## src/design/nwls_pkg.sv

```systemverilog
// ----------------------------------------------------------------------------
// nwls_pkg
// Shared types and constants of the nearest waypoint local search block.
// ----------------------------------------------------------------------------
`default_nettype none

package nwls_pkg;

  localparam int IDX_W        = 11;
  localparam int FIELD_IDX_W  = 10;
  localparam int SPAN_W       = 4;
  localparam int OUT_DATA_W   = ((FIELD_IDX_W + 7) / 8) * 8;
  localparam logic [SPAN_W-1:0] SPAN_RESET = 4'd4;

  typedef enum logic {
    OP_WRITE = 1'b0,
    OP_QUERY = 1'b1
  } op_e;

  typedef enum logic {
    ST_OK        = 1'b0,
    ST_BAD_START = 1'b1
  } status_e;

  typedef enum logic {
    REG_PATH_LENGTH  = 1'b0,
    REG_RECHECK_SPAN = 1'b1
  } reg_e;

  typedef enum logic [1:0] {
    S_IDLE,
    S_WAIT,
    S_DONE
  } state_e;

  typedef enum logic [1:0] {
    PH_FIRST,
    PH_FWD,
    PH_REC
  } phase_e;

  typedef struct packed {
    logic             wr;
    logic             rd;
    logic [IDX_W-1:0] idx;
  } mem_req_t;

endpackage

`default_nettype wire

```

## src/design/nwls_dist.sv

```systemverilog
// ----------------------------------------------------------------------------
// nwls_dist
// Squared distance pipeline: difference, square, sum; three register stages.
// ----------------------------------------------------------------------------
`default_nettype none

module nwls_dist
  import nwls_pkg::*;
#(
  parameter int COORD_WIDTH = 24
) (
  input  logic                            clk_i,
  input  logic                            rst_ni,
  input  logic                            qload_i,
  input  logic signed [COORD_WIDTH-1:0]   qx_i,
  input  logic signed [COORD_WIDTH-1:0]   qy_i,
  input  logic signed [COORD_WIDTH-1:0]   qz_i,
  input  logic                            rvalid_i,
  input  logic [3*COORD_WIDTH-1:0]        rdata_i,
  output logic [2*COORD_WIDTH+1:0]        dist_o,
  output logic                            dist_valid_o
);

  localparam int CW   = COORD_WIDTH;
  localparam int SQ_W = 2 * CW;
  localparam int D_W  = 2 * CW + 2;

  logic signed [CW-1:0] q_q   [3];
  logic signed [CW:0]   diff  [3];
  logic        [CW:0]   mag   [3];
  logic        [CW-1:0] mag_q [3];
  logic        [SQ_W-1:0] sq_q [3];
  logic        [D_W-1:0]  sum_q;
  logic                   v1_q, v2_q, v3_q;

  always_ff @(posedge clk_i) begin
    if (qload_i) begin
      q_q[0] <= qx_i;
      q_q[1] <= qy_i;
      q_q[2] <= qz_i;
    end
  end

  always_comb begin
    for (int i = 0; i < 3; i++) begin
      diff[i] = $signed({rdata_i[i*CW+CW-1], rdata_i[i*CW +: CW]})
              - $signed({q_q[i][CW-1], q_q[i]});
      mag[i]  = diff[i][CW] ? (~diff[i] + 1'b1) : diff[i];
    end
  end

  always_ff @(posedge clk_i) begin
    for (int i = 0; i < 3; i++) begin
      mag_q[i] <= mag[i][CW-1:0];
      sq_q[i]  <= SQ_W'(mag_q[i]) * SQ_W'(mag_q[i]);
    end
    sum_q <= D_W'(sq_q[0]) + D_W'(sq_q[1]) + D_W'(sq_q[2]);
  end

  always_ff @(posedge clk_i or negedge rst_ni) begin
    if (!rst_ni) begin
      v1_q <= 1'b0;
      v2_q <= 1'b0;
      v3_q <= 1'b0;
    end else begin
      v1_q <= rvalid_i;
      v2_q <= v1_q;
      v3_q <= v2_q;
    end
  end

  assign dist_o       = sum_q;
  assign dist_valid_o = v3_q;

endmodule

`default_nettype wire

```

## config.mk

```make
export PLATFORM = sky130hd
export DESIGN_NAME = nwls_dist
export DESIGN_NICKNAME = d
export VERILOG_FILES = /design/src/design/nwls_pkg.sv /design/src/design/nwls_dist.sv
export SDC_FILE = /design/constraint.sdc
export NUM_CORES = 2
export LEC_CHECK = 0
export ABC_AREA = 1
export CORE_UTILIZATION = 60
export CTS_CLUSTER_DIAMETER = 200
export DETAILED_ROUTE_END_ITERATION = 8
export DONT_BUFFER_PORTS = 1
export GPL_ROUTABILITY_DRIVEN = 0
export PLACE_DENSITY = 0.76
export SYNTH_ARGS = -nofsm -noshare
export SYNTH_HDL_FRONTEND = slang
export SYNTH_SLANG_ARGS = --single-unit
```

## constraint.sdc

```tcl
create_clock -name clk_i -period 9.25 [get_ports clk_i]
set_clock_uncertainty 0.05 [all_clocks]
set_input_delay 1.3875 -clock clk_i [delete_from_list [all_inputs] [get_ports clk_i]]
set_output_delay 1.3875 -clock clk_i [all_outputs]
set_load 0.05 [all_outputs]
```

==> insert_results.sql <==
INSERT INTO impl_metrics (metric_group, metric, value, unit) VALUES
('status', 'status', 'finished clean', ''),
('timing', 'final_hold_viol_count', '0', ''),
('critical_path', 'cpMostUsedCell', 'sky130_fd_sc_hd__fa_1', ''),
('drt', 'via_per_inst', '5.313', ''),
('timing', 'final-max-slew-violation-count', '0', ''),
('drt', 'first_iter_violations', '4148', ''),
('synthesis', 'post_synth_mux_area_share', '0', '%'),
('critical_path', 'cp_slowest_stage_delay', '1120', 'ps'),
('timing', 'grt_setup_unrepaired', 'false', ''),
('synthesis', 'ys_warn_count', '0', ''),
('grt', 'first_global_vias', '56160', ''),
('drt', 'detail_route.first_pass.iterations', '9', ''),
('worst_hold_path', 'worst_hold_path_type', 'reg2reg', ''),
('synthesis', 'ys_ff_latch', '338', ''),
('timing', 'min_period', '7475', 'ps'),
('die', 'boundaryPins', '199', ''),
('cts', 'clock_pin_slew_worst_setup_and_hold_paths', '60', 'ps'),
('critical_path', 'critPathLaunchType', 'flip-flop', ''),
('cts', 'clock-sinks', '338', ''),
('cts', 'hold_buffers', '0', ''),
('final_layout', 'layout-drive-gt1-share', '2.031', '%'),
('critical_path', 'critical_path.top_delay_family', 'adder cells', ''),
('critical_path', 'critical_path_class', 'reg2reg', ''),
('synthesis', 'netlist_area_before_placement', '0.06802', 'mm2'),
('final_layout', 'layout_common_cells', '2,584 x sky130_fd_sc_hd__inv_1, 1,659 x sky130_fd_sc_hd__nand2_1, 1,317 x sky130_fd_sc_hd__fa_1', ''),
('synthesis', 'largest_family_of_logic_cells_by_synthesized_area', 'adder cells', ''),
('critical_path', 'cp_max_fo', '24', ''),
('drt', 'wl_per_cell', '17.01', 'um'),
('synthesis', 'async_sr_flop_fraction', '0.8876', '%'),
('die', 'die_width', '338.7', 'um'),
('die', 'die-height', '338.7', 'um'),
('timing', 'transition_time_at_the_pin_with_the_least_slew_margin', '1231', 'ps'),
('cts', 'clockRootBuffer', 'sky130_fd_sc_hd__clkbuf_16', ''),
('cts', 'clkLatencyLatePin', '650', 'ps'),
('synthesis', 'xor_xnor_cell_area_share_of_the_yosys_netlist', '3.550', '%'),
('final_layout', 'syn2layout_area_growth', '4.680', '%'),
('cts', 'cts_max_path_buffers', '3', ''),
('grt', 'grt_antenna_before_repair', '5', ''),
('synthesis', 'synthSimpleGateAreaFrac', '14.11', '%'),
('timing', 'slew-limit-headroom', '17.83', '%'),
('grt', 'grt.total_usage', '30.40', '%'),
('critical_path', 'cp.buffers_inverters', '6', ''),
('drt', 'detail_route.drc_violations', '0', ''),
('synthesis', 'ys_dominant_reg_cell', 'sky130_fd_sc_hd__dfxtp_1', ''),
('cts', 'numCtsBuffers', '42', ''),
('critical_path', 'worst-endpoint-required', '9710', 'ps'),
('synthesis', 'synth_compound_gate_area_share', '5.403', '%'),
('job', 'max_cap_viol_count', '0', ''),
('die', 'std_cell_rows', '123', ''),
('timing', 'finalSetupViolCount', '0', ''),
('die', 'floorplan.die_area', '0.1147', 'mm2'),
('synthesis', 'syn_area_per_cell', '8.114', 'um2'),
('cts', 'post_cts_buffers', '0', ''),
('synthesis', 'synth.distinct_cells', '49', ''),
('synthesis', 'post_synth_inst_count', '8383', ''),
('die', 'core_area', '0.1125', 'mm2'),
('timing', 'fin_tns_setup', '0', 'ps'),
('grt', 'global_route_overflow', '0', ''),
('synthesis', 'adder_cell_area_share_of_the_yosys_netlist', '50.74', '%'),
('final_layout', 'layout.cells.most_common', 'sky130_fd_sc_hd__inv_1', ''),
('timing', 'final.period_utilization', '80.81', '%'),
('synthesis', 'synth.yosys.seq_area_share', '11.03', '%'),
('die', 'initial_core_util', '60.46', '%'),
('critical_path', 'cp_data_arrival_time', '7940', 'ps'),
('grt', 'grt_pass1_wl', '278.8', 'mm'),
('final_layout', 'nets', '10450', ''),
('placement', 'place.port_buffers', '0', ''),
('drt', 'drt.antenna.violating_nets', '0', ''),
('timing', 'clock.fmax', '133.8', 'MHz'),
('drt', 'drt_wl_total', '168.0', 'mm'),
('cts', 'post_cts.resized_instances', '0', ''),
('cts', 'htreeDepth', '2', ''),
('synthesis', 'post_synth_edffs', '72', ''),
('grt', 'grt_start_max_net_pins', '73', ''),
('cts', 'tritoncts', 'built', ''),
('critical_path', 'crit_path_cell_trace', 'nand2_1 > fa_1 > inv_1 > fa_1 > inv_1 > fa_1 > fa_1 > inv_1 > fa_1 > fa_1 > inv_1 > fa_1 > inv_1 > ha_1 > a21oi_1 > inv_1 > a21oi_1 > o21a_1 > nand2_1 > a21oi_1 > o21bai_1 > xor2_1', ''),
('drt', 'dr_total_vias', '52450', ''),
('placement', 'post_detailed_placement_half_perimeter_wirelength', '142.0', 'mm'),
('critical_path', 'critPathCaptureType', 'flip-flop', ''),
('critical_path', 'critical-path-slowest-cell', 'sky130_fd_sc_hd__dfxtp_1', '');
-- cell type report --
| cell class | count | area (um2) |
|---|---|---|
| Multi-Input combinational cell | 5306 | 50210 |
| Fill cell | 9461 | 41300 |
| Inverter | 2587 | 9711 |
| Sequential cell | 338 | 7502 |
| Tap cell | 1500 | 1877 |
| Clock buffer | 53 | 1154 |
| Timing Repair Buffer | 63 | 473.0 |
| Clock inverter | 24 | 270.3 |
| Antenna cell | 2 | 5.005 |
-- cell usage after synthesis, types with 3 or more instances --
library cell	n	share of area (%)
sky130_fd_sc_hd__inv_1	2584	14
sky130_fd_sc_hd__nand2_1	1659	9.2
sky130_fd_sc_hd__fa_1	1317	39
sky130_fd_sc_hd__ha_1	651	12
sky130_fd_sc_hd__nor2_1	416	2.3
sky130_fd_sc_hd__a21oi_1	337	2.5
sky130_fd_sc_hd__dfxtp_1	263	7.7
sky130_fd_sc_hd__o21ai_0	177	1.3
sky130_fd_sc_hd__nand3_1	165	1.2
sky130_fd_sc_hd__xor2_1	154	2.0
sky130_fd_sc_hd__clkbuf_1	148	0.82
sky130_fd_sc_hd__xnor2_1	113	1.5
sky130_fd_sc_hd__edfxtp_1	72	3.2
sky130_fd_sc_hd__a31oi_1	52	0.48
sky130_fd_sc_hd__nand4_1	50	0.46
sky130_fd_sc_hd__nor3_1	34	0.25
sky130_fd_sc_hd__o21bai_1	25	0.28
sky130_fd_sc_hd__o21a_1	22	0.24
sky130_fd_sc_hd__a21o_1	21	0.23
sky130_fd_sc_hd__nand3b_1	21	0.23
sky130_fd_sc_hd__nor4_1	19	0.17
sky130_fd_sc_hd__nand2_2	11	0.10
sky130_fd_sc_hd__a21boi_0	8	0.088
sky130_fd_sc_hd__o221ai_1	7	0.090
sky130_fd_sc_hd__and2_1	6	0.055
sky130_fd_sc_hd__and3_1	6	0.055
sky130_fd_sc_hd__or2_2	6	0.055
sky130_fd_sc_hd__o31ai_1	5	0.055
sky130_fd_sc_hd__dfrtp_1	3	0.11
sky130_fd_sc_hd__inv_2	3	0.017
sky130_fd_sc_hd__o211ai_1	3	0.033
-- final timing paths --
path | startpoint | to | slack, ps | cells past startpoint
max | mag_q[0][53]$_DFF_P_ | sq_q[0][130]$_DFF_P_ | 1780 | 22
min | v1_q$_DFF_PN0_ | v2_q$_DFF_PN0_ | 300 | 0
max reg2reg | mag_q[0][53]$_DFF_P_ | sq_q[0][130]$_DFF_P_ | 1780 | 22
min reg2reg | v1_q$_DFF_PN0_ | v2_q$_DFF_PN0_ | 300 | 0
max in group asynchronous | rst_ni | dist_valid_o$_DFF_PN0_ | 8690 | 0
min in group asynchronous | rst_ni | v1_q$_DFF_PN0_ | 390 | 0
-- worst register-to-register path: stages, from the launching register on --
cell and delay [ps]:
sky130_fd_sc_hd__dfxtp_1 1120, sky130_fd_sc_hd__nand2_1 220, sky130_fd_sc_hd__fa_1 650, sky130_fd_sc_hd__inv_1 80, sky130_fd_sc_hd__fa_1 490, sky130_fd_sc_hd__inv_1 70
sky130_fd_sc_hd__fa_1 500, sky130_fd_sc_hd__fa_1 520, sky130_fd_sc_hd__inv_1 50, sky130_fd_sc_hd__fa_1 500, sky130_fd_sc_hd__fa_1 500, sky130_fd_sc_hd__inv_1 50
sky130_fd_sc_hd__fa_1 470, sky130_fd_sc_hd__inv_1 40, sky130_fd_sc_hd__ha_1 380, sky130_fd_sc_hd__a21oi_1 270, sky130_fd_sc_hd__inv_1 70, sky130_fd_sc_hd__a21oi_1 310
sky130_fd_sc_hd__o21a_1 190, sky130_fd_sc_hd__nand2_1 50, sky130_fd_sc_hd__a21oi_1 270, sky130_fd_sc_hd__o21bai_1 160, sky130_fd_sc_hd__xor2_1 360
-- cell families (layout without fill, tap and decap cells) --
logic type               Yosys count  count (layout)
XOR/XNOR                         271             271
AO/OA/AOI/OAI                    666             666
AND/OR/NAND/NOR                 2398            2398
flip-flops                       338             338
buffers and inverters           2741            2727
adder cells (fa/ha/maj)         1968            1968
other                              1               5
-- state kept, by name, indices dropped and copies added (netlist names) --
signal / count
dist_o: 50
dist_valid_o: 1
mag_q: 72
q_q: 72
sq_q: 141
v1_q: 1
v2_q: 1
-- metal layers --
metal / vias to the layer above / global-route usage [%] / wire length (um)
li1: 24350 / - / -
met1: 25510 / 39.09 / 66310
met2: 2137 / 51.20 / 80300
met3: 456 / 4.649 / 13550
met4: 0 / 12.88 / 7798
met5: - / 0 / 0
-- stage by stage --
| step | worst slack, ps | instance area [um2] | cells | hold WS, ps | utilization, % |
|---|---|---|---|---|---|
| detailed placement | 1929 | 69770 | 9794 | 287.9 | 62.02 |
| finish | 1776 | 71200 | 9873 | 301.2 | 63.29 |
| global placement | 2095 | 69770 | 9794 | 282.8 | 62.02 |
| CTS | 1884 | 71200 | 9871 | 301.7 | 63.29 |
| global route | 1421 | 71200 | 9872 | 306.5 | 63.29 |
| floorplan | 3002 | 68030 | 8385 | 281.2 | - |
Power is not shown: default switching activity piles up to over one toggle a cycle in this logic, so the estimate is an artifact.
