File: config.mk
export PLATFORM = sky130hd
export DESIGN_NAME = nwls_ctrl
export DESIGN_NICKNAME = d
export VERILOG_FILES = /design/src/design/nwls_pkg.sv /design/src/design/nwls_ctrl.sv
export SDC_FILE = /design/constraint.sdc
export NUM_CORES = 1
export LEC_CHECK = 0
export ABC_AREA = 1
export BUFFER_PORTS_ARGS = -buffer_cell sky130_fd_sc_hd__buf_4
export CELL_PAD_IN_SITES_DETAIL_PLACEMENT = 0
export CELL_PAD_IN_SITES_GLOBAL_PLACEMENT = 1
export CORE_MARGIN = 5
export CORE_UTILIZATION = 35
export CTS_CLUSTER_SIZE = 28
export DETAILED_ROUTE_END_ITERATION = 7
export PLACE_DENSITY_LB_ADDON = 0.1
export SYNTH_ARGS = -nofsm -noshare
export SYNTH_HDL_FRONTEND = slang
export SYNTH_SLANG_ARGS = --single-unit
File: constraint.sdc
create_clock -name clk_i -period 5.8 [get_ports clk_i]
set_input_delay 0.29 -clock clk_i [delete_from_list [all_inputs] [get_ports clk_i]]
set_output_delay 0.29 -clock clk_i [all_outputs]
set_load 0.1 [all_outputs]
File: src/design/nwls_pkg.sv
// ----------------------------------------------------------------------------
// nwls_pkg
// Shared types and constants of the nearest waypoint local search block.
// ----------------------------------------------------------------------------
`default_nettype none

package nwls_pkg;

  localparam int IDX_W        = 11;
  localparam int FIELD_IDX_W  = 10;
  localparam int SPAN_W       = 4;
  localparam int OUT_DATA_W   = ((FIELD_IDX_W + 7) / 8) * 8;
  localparam logic [SPAN_W-1:0] SPAN_RESET = 4'd4;

  typedef enum logic {
    OP_WRITE = 1'b0,
    OP_QUERY = 1'b1
  } op_e;

  typedef enum logic {
    ST_OK        = 1'b0,
    ST_BAD_START = 1'b1
  } status_e;

  typedef enum logic {
    REG_PATH_LENGTH  = 1'b0,
    REG_RECHECK_SPAN = 1'b1
  } reg_e;

  typedef enum logic [1:0] {
    S_IDLE,
    S_WAIT,
    S_DONE
  } state_e;

  typedef enum logic [1:0] {
    PH_FIRST,
    PH_FWD,
    PH_REC
  } phase_e;

  typedef struct packed {
    logic             wr;
    logic             rd;
    logic [IDX_W-1:0] idx;
  } mem_req_t;

endpackage

`default_nettype wire

File: src/design/nwls_ctrl.sv
// ----------------------------------------------------------------------------
// nwls_ctrl
// Search sequencer: forward walk, descending recheck, result register.
// ----------------------------------------------------------------------------
`default_nettype none

module nwls_ctrl
  import nwls_pkg::*;
#(
  parameter int MAX_WAYPOINTS = 1024,
  parameter int COORD_WIDTH   = 24
) (
  input  logic                         clk_i,
  input  logic                         rst_ni,
  input  logic                         in_valid_i,
  output logic                         in_ready_o,
  input  logic                         op_i,
  input  logic [FIELD_IDX_W-1:0]       entry_index_i,
  input  logic [FIELD_IDX_W-1:0]       start_index_i,
  input  logic [IDX_W-1:0]             path_length_i,
  input  logic [SPAN_W-1:0]            recheck_span_i,
  output mem_req_t                     mem_req_o,
  output logic                         qload_o,
  input  logic [2*COORD_WIDTH+1:0]     dist_i,
  input  logic                         dist_valid_i,
  output logic                         out_valid_o,
  input  logic                         out_ready_i,
  output logic [FIELD_IDX_W-1:0]       out_index_o,
  output logic                         out_status_o
);

  localparam int D_W = 2 * COORD_WIDTH + 2;

  state_e             state_q, state_d;
  phase_e             phase_q, phase_d;
  logic [IDX_W-1:0]   cand_q, best_q, base_q;
  logic [D_W-1:0]     bd_q;
  logic               err_q;
  logic               out_valid_q, out_valid_d;
  logic [FIELD_IDX_W-1:0] out_index_q;
  logic               out_status_q;

  logic [IDX_W-1:0]   len_eff;
  logic [IDX_W-1:0]   start_ext, entry_ext;
  logic               accept, is_query, bad_start, entry_ok;
  logic               step, better, fwd_go, rec_start, rec_cont, go;
  logic [IDX_W-1:0]   best_n, cand_n, cand_dec;
  logic [D_W-1:0]     bd_n;
  logic [IDX_W:0]     nxt_fwd, top;
  logic               out_load;

  assign len_eff   = (int'(path_length_i) > MAX_WAYPOINTS) ? IDX_W'(MAX_WAYPOINTS)
                                                           : path_length_i;
  assign start_ext = {1'b0, start_index_i};
  assign entry_ext = {1'b0, entry_index_i};
  assign entry_ok  = int'(entry_index_i) < MAX_WAYPOINTS;
  assign is_query  = (op_e'(op_i) == OP_QUERY);
  assign bad_start = start_ext >= len_eff;
  assign accept    = in_valid_i && in_ready_o;
  assign step      = (state_q == S_WAIT) && dist_valid_i;
  assign out_load  = !out_valid_q || out_ready_i;

  // search decisions for the entry whose distance is ready
  always_comb begin
    better    = (phase_q == PH_FIRST) || (dist_i <= bd_q);
    best_n    = better ? cand_q : best_q;
    bd_n      = better ? dist_i : bd_q;
    nxt_fwd   = {1'b0, cand_q} + 1'b1;
    top       = {1'b0, best_n} + (IDX_W+1)'(recheck_span_i);
    cand_dec  = cand_q - 1'b1;
    fwd_go    = (phase_q != PH_REC) && better && (nxt_fwd < {1'b0, len_eff});
    rec_start = (phase_q != PH_REC) && !fwd_go && (recheck_span_i != '0)
                && (top < {1'b0, len_eff});
    rec_cont  = (phase_q == PH_REC) && ({1'b0, cand_q} > ({1'b0, base_q} + 1'b1));
    go        = fwd_go || rec_start || rec_cont;
    priority if (fwd_go) begin
      cand_n = nxt_fwd[IDX_W-1:0];
    end else if (rec_start) begin
      cand_n = top[IDX_W-1:0];
    end else begin
      cand_n = cand_dec;
    end
  end

  always_comb begin
    state_d = state_q;
    unique case (state_q)
      S_IDLE: begin
        if (accept && is_query) begin
          state_d = bad_start ? S_DONE : S_WAIT;
        end
      end
      S_WAIT: begin
        if (dist_valid_i && !go) begin
          state_d = S_DONE;
        end
      end
      S_DONE: begin
        if (out_load) begin
          state_d = S_IDLE;
        end
      end
      default: state_d = S_IDLE;
    endcase
  end

  always_comb begin
    in_ready_o    = (state_q == S_IDLE);
    qload_o       = accept && is_query;
    mem_req_o     = '0;
    if (accept && !is_query && entry_ok) begin
      mem_req_o.wr  = 1'b1;
      mem_req_o.idx = entry_ext;
    end else if (accept && is_query && !bad_start) begin
      mem_req_o.rd  = 1'b1;
      mem_req_o.idx = start_ext;
    end else if (step && go) begin
      mem_req_o.rd  = 1'b1;
      mem_req_o.idx = cand_n;
    end
  end

  always_comb begin
    phase_d = phase_q;
    if (accept && is_query) begin
      phase_d = PH_FIRST;
    end else if (step && fwd_go) begin
      phase_d = PH_FWD;
    end else if (step && rec_start) begin
      phase_d = PH_REC;
    end
  end

  always_comb begin
    out_valid_d = out_valid_q;
    if ((state_q == S_DONE) && out_load) begin
      out_valid_d = 1'b1;
    end else if (out_ready_i) begin
      out_valid_d = 1'b0;
    end
  end

  always_ff @(posedge clk_i or negedge rst_ni) begin
    if (!rst_ni) begin
      state_q     <= S_IDLE;
      phase_q     <= PH_FIRST;
      out_valid_q <= 1'b0;
    end else begin
      state_q     <= state_d;
      phase_q     <= phase_d;
      out_valid_q <= out_valid_d;
    end
  end

  always_ff @(posedge clk_i) begin
    if (accept && is_query) begin
      cand_q <= start_ext;
      best_q <= '0;
      err_q  <= bad_start;
    end else if (step) begin
      best_q <= best_n;
      bd_q   <= bd_n;
      if (go) begin
        cand_q <= cand_n;
      end
      if (rec_start) begin
        base_q <= best_n;
      end
    end
    if ((state_q == S_DONE) && out_load) begin
      out_index_q  <= best_q[FIELD_IDX_W-1:0];
      out_status_q <= err_q ? ST_BAD_START : ST_OK;
    end
  end

  assign out_valid_o  = out_valid_q;
  assign out_index_o  = out_index_q;
  assign out_status_o = out_status_q;

endmodule

`default_nettype wire

==> results.md <==
- The flow ran to the end, and the final reports show no timing, DRC or antenna violations.
- The ratio of cells with drive above 1 in the final layout is 26.7%.
- After technology mapping, the gate count stands at 890.
- Synthesis produced a netlist with a net count of about 1.1k.
- The slowest stage cell on the critical path is sky130_fd_sc_hd__edfxtp_1.
- For this run, the register share of the synthesized area comes to between 30% and 40%.
- The type of element launching the critical path is a flop.
- The region available for standard cell placement spans approximately 21,000 µm².
- The largest stage delay on the critical path is approximately 350 ps.
- Counting instances, the worst hold path has a depth of 1.
- The tool flagged a number of max-cap violations equal to 0.
- The critical path in this run is classified as flop to output port.
- The actual slew at the worst max-slew pin is 1030 ps.
- The worst register-to-register path begins at bd_q[47]$_DFFE_PP_.
- The final layout contains around 1.2k nets.
- Once placement finished, the instance area stood at between 8000 and 9000 µm².
- The data required time at the worst endpoint is 5510 ps.
- The cell seen most often among critical-path stages is sky130_fd_sc_hd__nand2_1.
- The multiplexer share of the synthesized area is 0%.
- The area share of the largest cell type after synthesis is between 30% and 40%.
- The wire length of the first global-routing pass is approximately 31,000 µm.
- The maximum fanout along the worst path is 7.
- The number of design rule violations left after detail routing is 0.
- The post-synthesis instance area is ~7500 µm².
- The cell count after placement is about 1.3k.
- The post-route fraction of the period consumed by the critical path is between 90% and 100%.
- Routability-driven placement finished with a final weighted congestion of about 0.80.
- The cell internal power dissipation is around 2.4 mW.
- In this run the worst hold path is classified as input pin to flop.
- The nature of the critical path endpoint is an output port.
- The power density over the cells is around 500 nW/µm².
- Among all flip-flop cells after synthesis, the most frequent one is sky130_fd_sc_hd__edfxtp_1.
- The count of cells in the finished layout, fillers not included, comes to about 1.3k.
- The number of flops mapped to enable cells by yosys is 83.
- Summing the areas of all compound-gate instances in the mapped netlist gives under 10% of the synthesized area.
- The worst register-to-register path has a depth of 38.
- The final number of hold-violating endpoints came to 0.
- The number of buffers added on ports is roughly 120.
- The analysis attributes to cell leakage a power of 4.62 nW.
- The later pin in the worst-skew pair is clocked with a latency of 360 ps.
- The switching power is 2.39 mW.
- The endpoint identified for the worst register-to-register timing path is base_q[7]$_DFFE_PP_.
- After Yosys synthesis, and, or, nand and nor cells account for about a quarter of the synthesized area.
- The number of antenna violations at the first check in global routing is 0.
- A synthesized cell averages 8.43 µm².
- Ranked by total cell area, the synthesized netlist is headed by sky130_fd_sc_hd__edfxtp_1, sky130_fd_sc_hd__ha_1, sky130_fd_sc_hd__nand2_1, sky130_fd_sc_hd__inv_1, sky130_fd_sc_hd__nand3_1.
- The register bit total from synthesis is 100.
- The share of the core filled with cells in the final layout is between 40% and 50%.
- The buffer cell driving the clock tree root is sky130_fd_sc_hd__clkbuf_16.
- The post-layout total power is roughly 4.8 mW.
- The worst ir drop on vdd is 0.232 mV.
- For this design, the sink count on the clock tree is 100.
- The I/O pin total is ~120.
- The data arrival at the endpoint of the critical path is between 5000 and 6000 ps.
- Before antenna repair, the detailed router went through 5 iterations.
- The adder and majority gate portion of the synthesized area is about 17%.
- For this run, the number of Yosys warnings is 0.
- The number of nets with antenna violations after detailed routing is 0.
- The total inserted antenna cells is 0.
- The final number of setup-violating endpoints is 0.
- Of all cell types, the one taking the most synthesized area is sky130_fd_sc_hd__edfxtp_1.
- Measured along the x axis, the die boundary spans 156 µm.
- The setup skew after layout is between 8 and 9 ps.
- Global routing finished with a remaining overflow of 0.
- The height of the die is between 150 and 200 µm.
- The count of vias placed by the detailed router is a little over 6k.
- The area enclosed by the die boundary is roughly 24,000 µm².
- The max-slew violation total from the final report came to 0.
- The worst hold slack is 112 ps.
- Summed over all layers, the routed wires come to 20,200 µm.
- The time the worst path needs with I/O delays and setup is 5490 ps.
- The finished cells cover around 9600 µm².
- Entering global routing, the biggest net connects 34 pins.
- The register share of total power is 24.8%.
- Summed over all nets, the half-perimeter wirelength after detailed placement is ~16,000 µm.
- The number of global-route vias before repair is 5,961.
- The clock power share is between 10% and 20%.
- Global routing used around 16% of the available tracks.
- The maximum clock path buffer count is 2.
- After the first detailed-routing iteration, the DRC count stood at around 320.
- The TritonCTS clock tree is built.
- The share of total power dissipated in combinational logic is about three fifths.
- Once the floorplan was initialized, standard cells occupied between 30% and 40% of the core.
- Row generation in the floorplan step produced 53 rows.
- In the final routed layout, each cell accounts on average for around 15 µm.
- Net switching is 49.8% of the power.
- The synthesis-to-finish area growth is 27.7%.
- The worst pin sits at a relative slew slack of 31.0%.
- The xor and xnor area share after synthesis is approximately 3.3%.
- Based on the critical path, the design can be clocked at up to about 180 MHz.
- The worst register-to-register path has a setup slack of around 890 ps.
- In this run the most critical hold path is launched from dist_i[28].
- The clock-pin slew reported for the worst setup and hold paths after clock tree synthesis is roughly 80 ps.
- The number of clock buffers added by TritonCTS is 9.
- The number of vias per cell is around 4.7.
- In this run, distinct cell masters in the synthesized netlist total between 40 and 50.
- The hold path endpoint is bd_q[28]$_DFFE_PP_.
- The share of flip-flops with an asynchronous set or reset is about 5.0%.
- After synthesis, the largest family of logic cells by area is simple AND/OR/NAND/NOR gates.
- The number of levels in the clock H-tree is 3.
## power groups by stage
stage                     combinational (mW)  sequential (mW)  clock (mW)
final                                   2.95             1.19       0.648
after CTS                               2.71             1.19       0.671
after global placement                  2.67             1.20           0
after global routing                    3.27             1.21       0.695
after floorplan                         1.87             1.29           0
after detailed placement                2.65             1.20           0
## cells in the mapped netlist, types with 9 or more instances
cell / count
sky130_fd_sc_hd__a21oi_1: 35
sky130_fd_sc_hd__dfxtp_1: 12
sky130_fd_sc_hd__edfxtp_1: 83
sky130_fd_sc_hd__ha_1: 98
sky130_fd_sc_hd__inv_1: 144
sky130_fd_sc_hd__nand2_1: 212
sky130_fd_sc_hd__nand2_2: 15
sky130_fd_sc_hd__nand2_4: 12
sky130_fd_sc_hd__nand3_1: 49
sky130_fd_sc_hd__nand3_2: 9
sky130_fd_sc_hd__nand4_1: 9
sky130_fd_sc_hd__nor2_1: 58
sky130_fd_sc_hd__nor3_1: 16
sky130_fd_sc_hd__o21ai_0: 16
sky130_fd_sc_hd__xor2_1: 23
## layer usage
layer	share of wire, %	wire length, µm	track usage, %	vias up
met1	50	10200	23.8	2828
met4	1.1	221	3.80	0
met5	0	0	0	-
met2	44	8820	25.5	133
li1	-	-	-	3215
met3	4.8	969	2.68	14
## cell usage in the layout, fill, tap and decap left out, types with 4 or more instances in the layout
cell type	synthesis	routed
sky130_fd_sc_hd__dfxtp_1	12	12
sky130_fd_sc_hd__xnor2_1	5	5
sky130_fd_sc_hd__dfrtp_1	5	5
sky130_fd_sc_hd__buf_6	2	4
sky130_fd_sc_hd__xor2_1	23	21
sky130_fd_sc_hd__nand3_2	9	17
sky130_fd_sc_hd__nand2_2	15	33
sky130_fd_sc_hd__nand2_1	212	194
sky130_fd_sc_hd__o21bai_1	7	7
sky130_fd_sc_hd__buf_12	1	5
sky130_fd_sc_hd__nor2_1	58	54
sky130_fd_sc_hd__o21ai_0	16	13
sky130_fd_sc_hd__buf_4	0	131
sky130_fd_sc_hd__inv_2	5	11
sky130_fd_sc_hd__edfxtp_1	83	83
sky130_fd_sc_hd__nand2_4	12	12
sky130_fd_sc_hd__ha_4	0	7
sky130_fd_sc_hd__nor3_1	16	15
sky130_fd_sc_hd__nand3_1	49	40
sky130_fd_sc_hd__inv_1	144	136
sky130_fd_sc_hd__ha_1	98	90
sky130_fd_sc_hd__a21o_1	5	5
sky130_fd_sc_hd__nor2_4	2	11
sky130_fd_sc_hd__o21ai_1	3	4
sky130_fd_sc_hd__nand4_1	9	9
sky130_fd_sc_hd__o21a_1	4	4
sky130_fd_sc_hd__clkbuf_16	0	9
sky130_fd_sc_hd__a21oi_1	35	31
sky130_fd_sc_hd__o211ai_1	8	8
sky130_fd_sc_hd__a31oi_1	5	5
## metrics by stage
stage / setup TNS, ps / setup WS [ps]
6_report: 0 / 308
5_1_grt: -130 / -35.3
4_1_cts: 0 / 0.830
3_5_place_dp: 0 / 121
3_3_place_gp: 0 / 172
2_1_floorplan: 0 / 465
## worst max path at each step
stage	from	slack, ps	end	cells after the start
final	bd_q[47]$_DFFE_PP_	310	mem_req_o[6]	41
after global routing	bd_q[5]$_DFFE_PP_	-40	mem_req_o[5]	39
after CTS	bd_q[37]$_DFFE_PP_	0.8	mem_req_o[2]	42
after detailed placement	dist_i[49]	120	mem_req_o[1]	39
after global placement	dist_i[49]	170	mem_req_o[1]	39
after floorplan	bd_q[45]$_DFFE_PP_	470	mem_req_o[1]	38
## cell type report
cell class / count / area [µm²]
Tap cell: 275 / 344
Inverter: 151 / 579
Clock inverter: 7 / 82.6
Multi-Input combinational cell: 624 / 4310
Timing Repair Buffer: 144 / 1180
Sequential cell: 100 / 2860
Fill cell: 2167 / 11500
Clock buffer: 9 / 225
## critical path: cells and delay by family (launching register included)
kind | cells | cell delay [ps]
simple gates | 27 | 2450
fa+ha+maj | 4 | 1080
compound gates | 2 | 260
buf+inv | 8 | 710
flops | 1 | 350
## flip-flops by register name, indices dropped and copies added, names as in the netlist
register	count
base_q	11
bd_q	50
best_q	11
cand_q	11
err_q	1
out_index_o	10
out_status_o	1
out_valid_o	1
phase_q	2
state_q	2
## timing repair
item,in CTS,in global routing
pin swaps,3,35
hold endpoints to repair,5,0
buffers inserted,2,13
hold buffers,1,0
resized for setup,25,78
endpoints found under the setup margin,11,12
## cell families (layout without fill, tap and decap cells)
kind of cell    Yosys count  after routing
xor+xnor                 28             28
buf+inv                 166            311
flops                   100            100
fa+ha+maj                99             99
compound gates           93             93
simple gates            404            404
(Power assumes the default switching activity.)
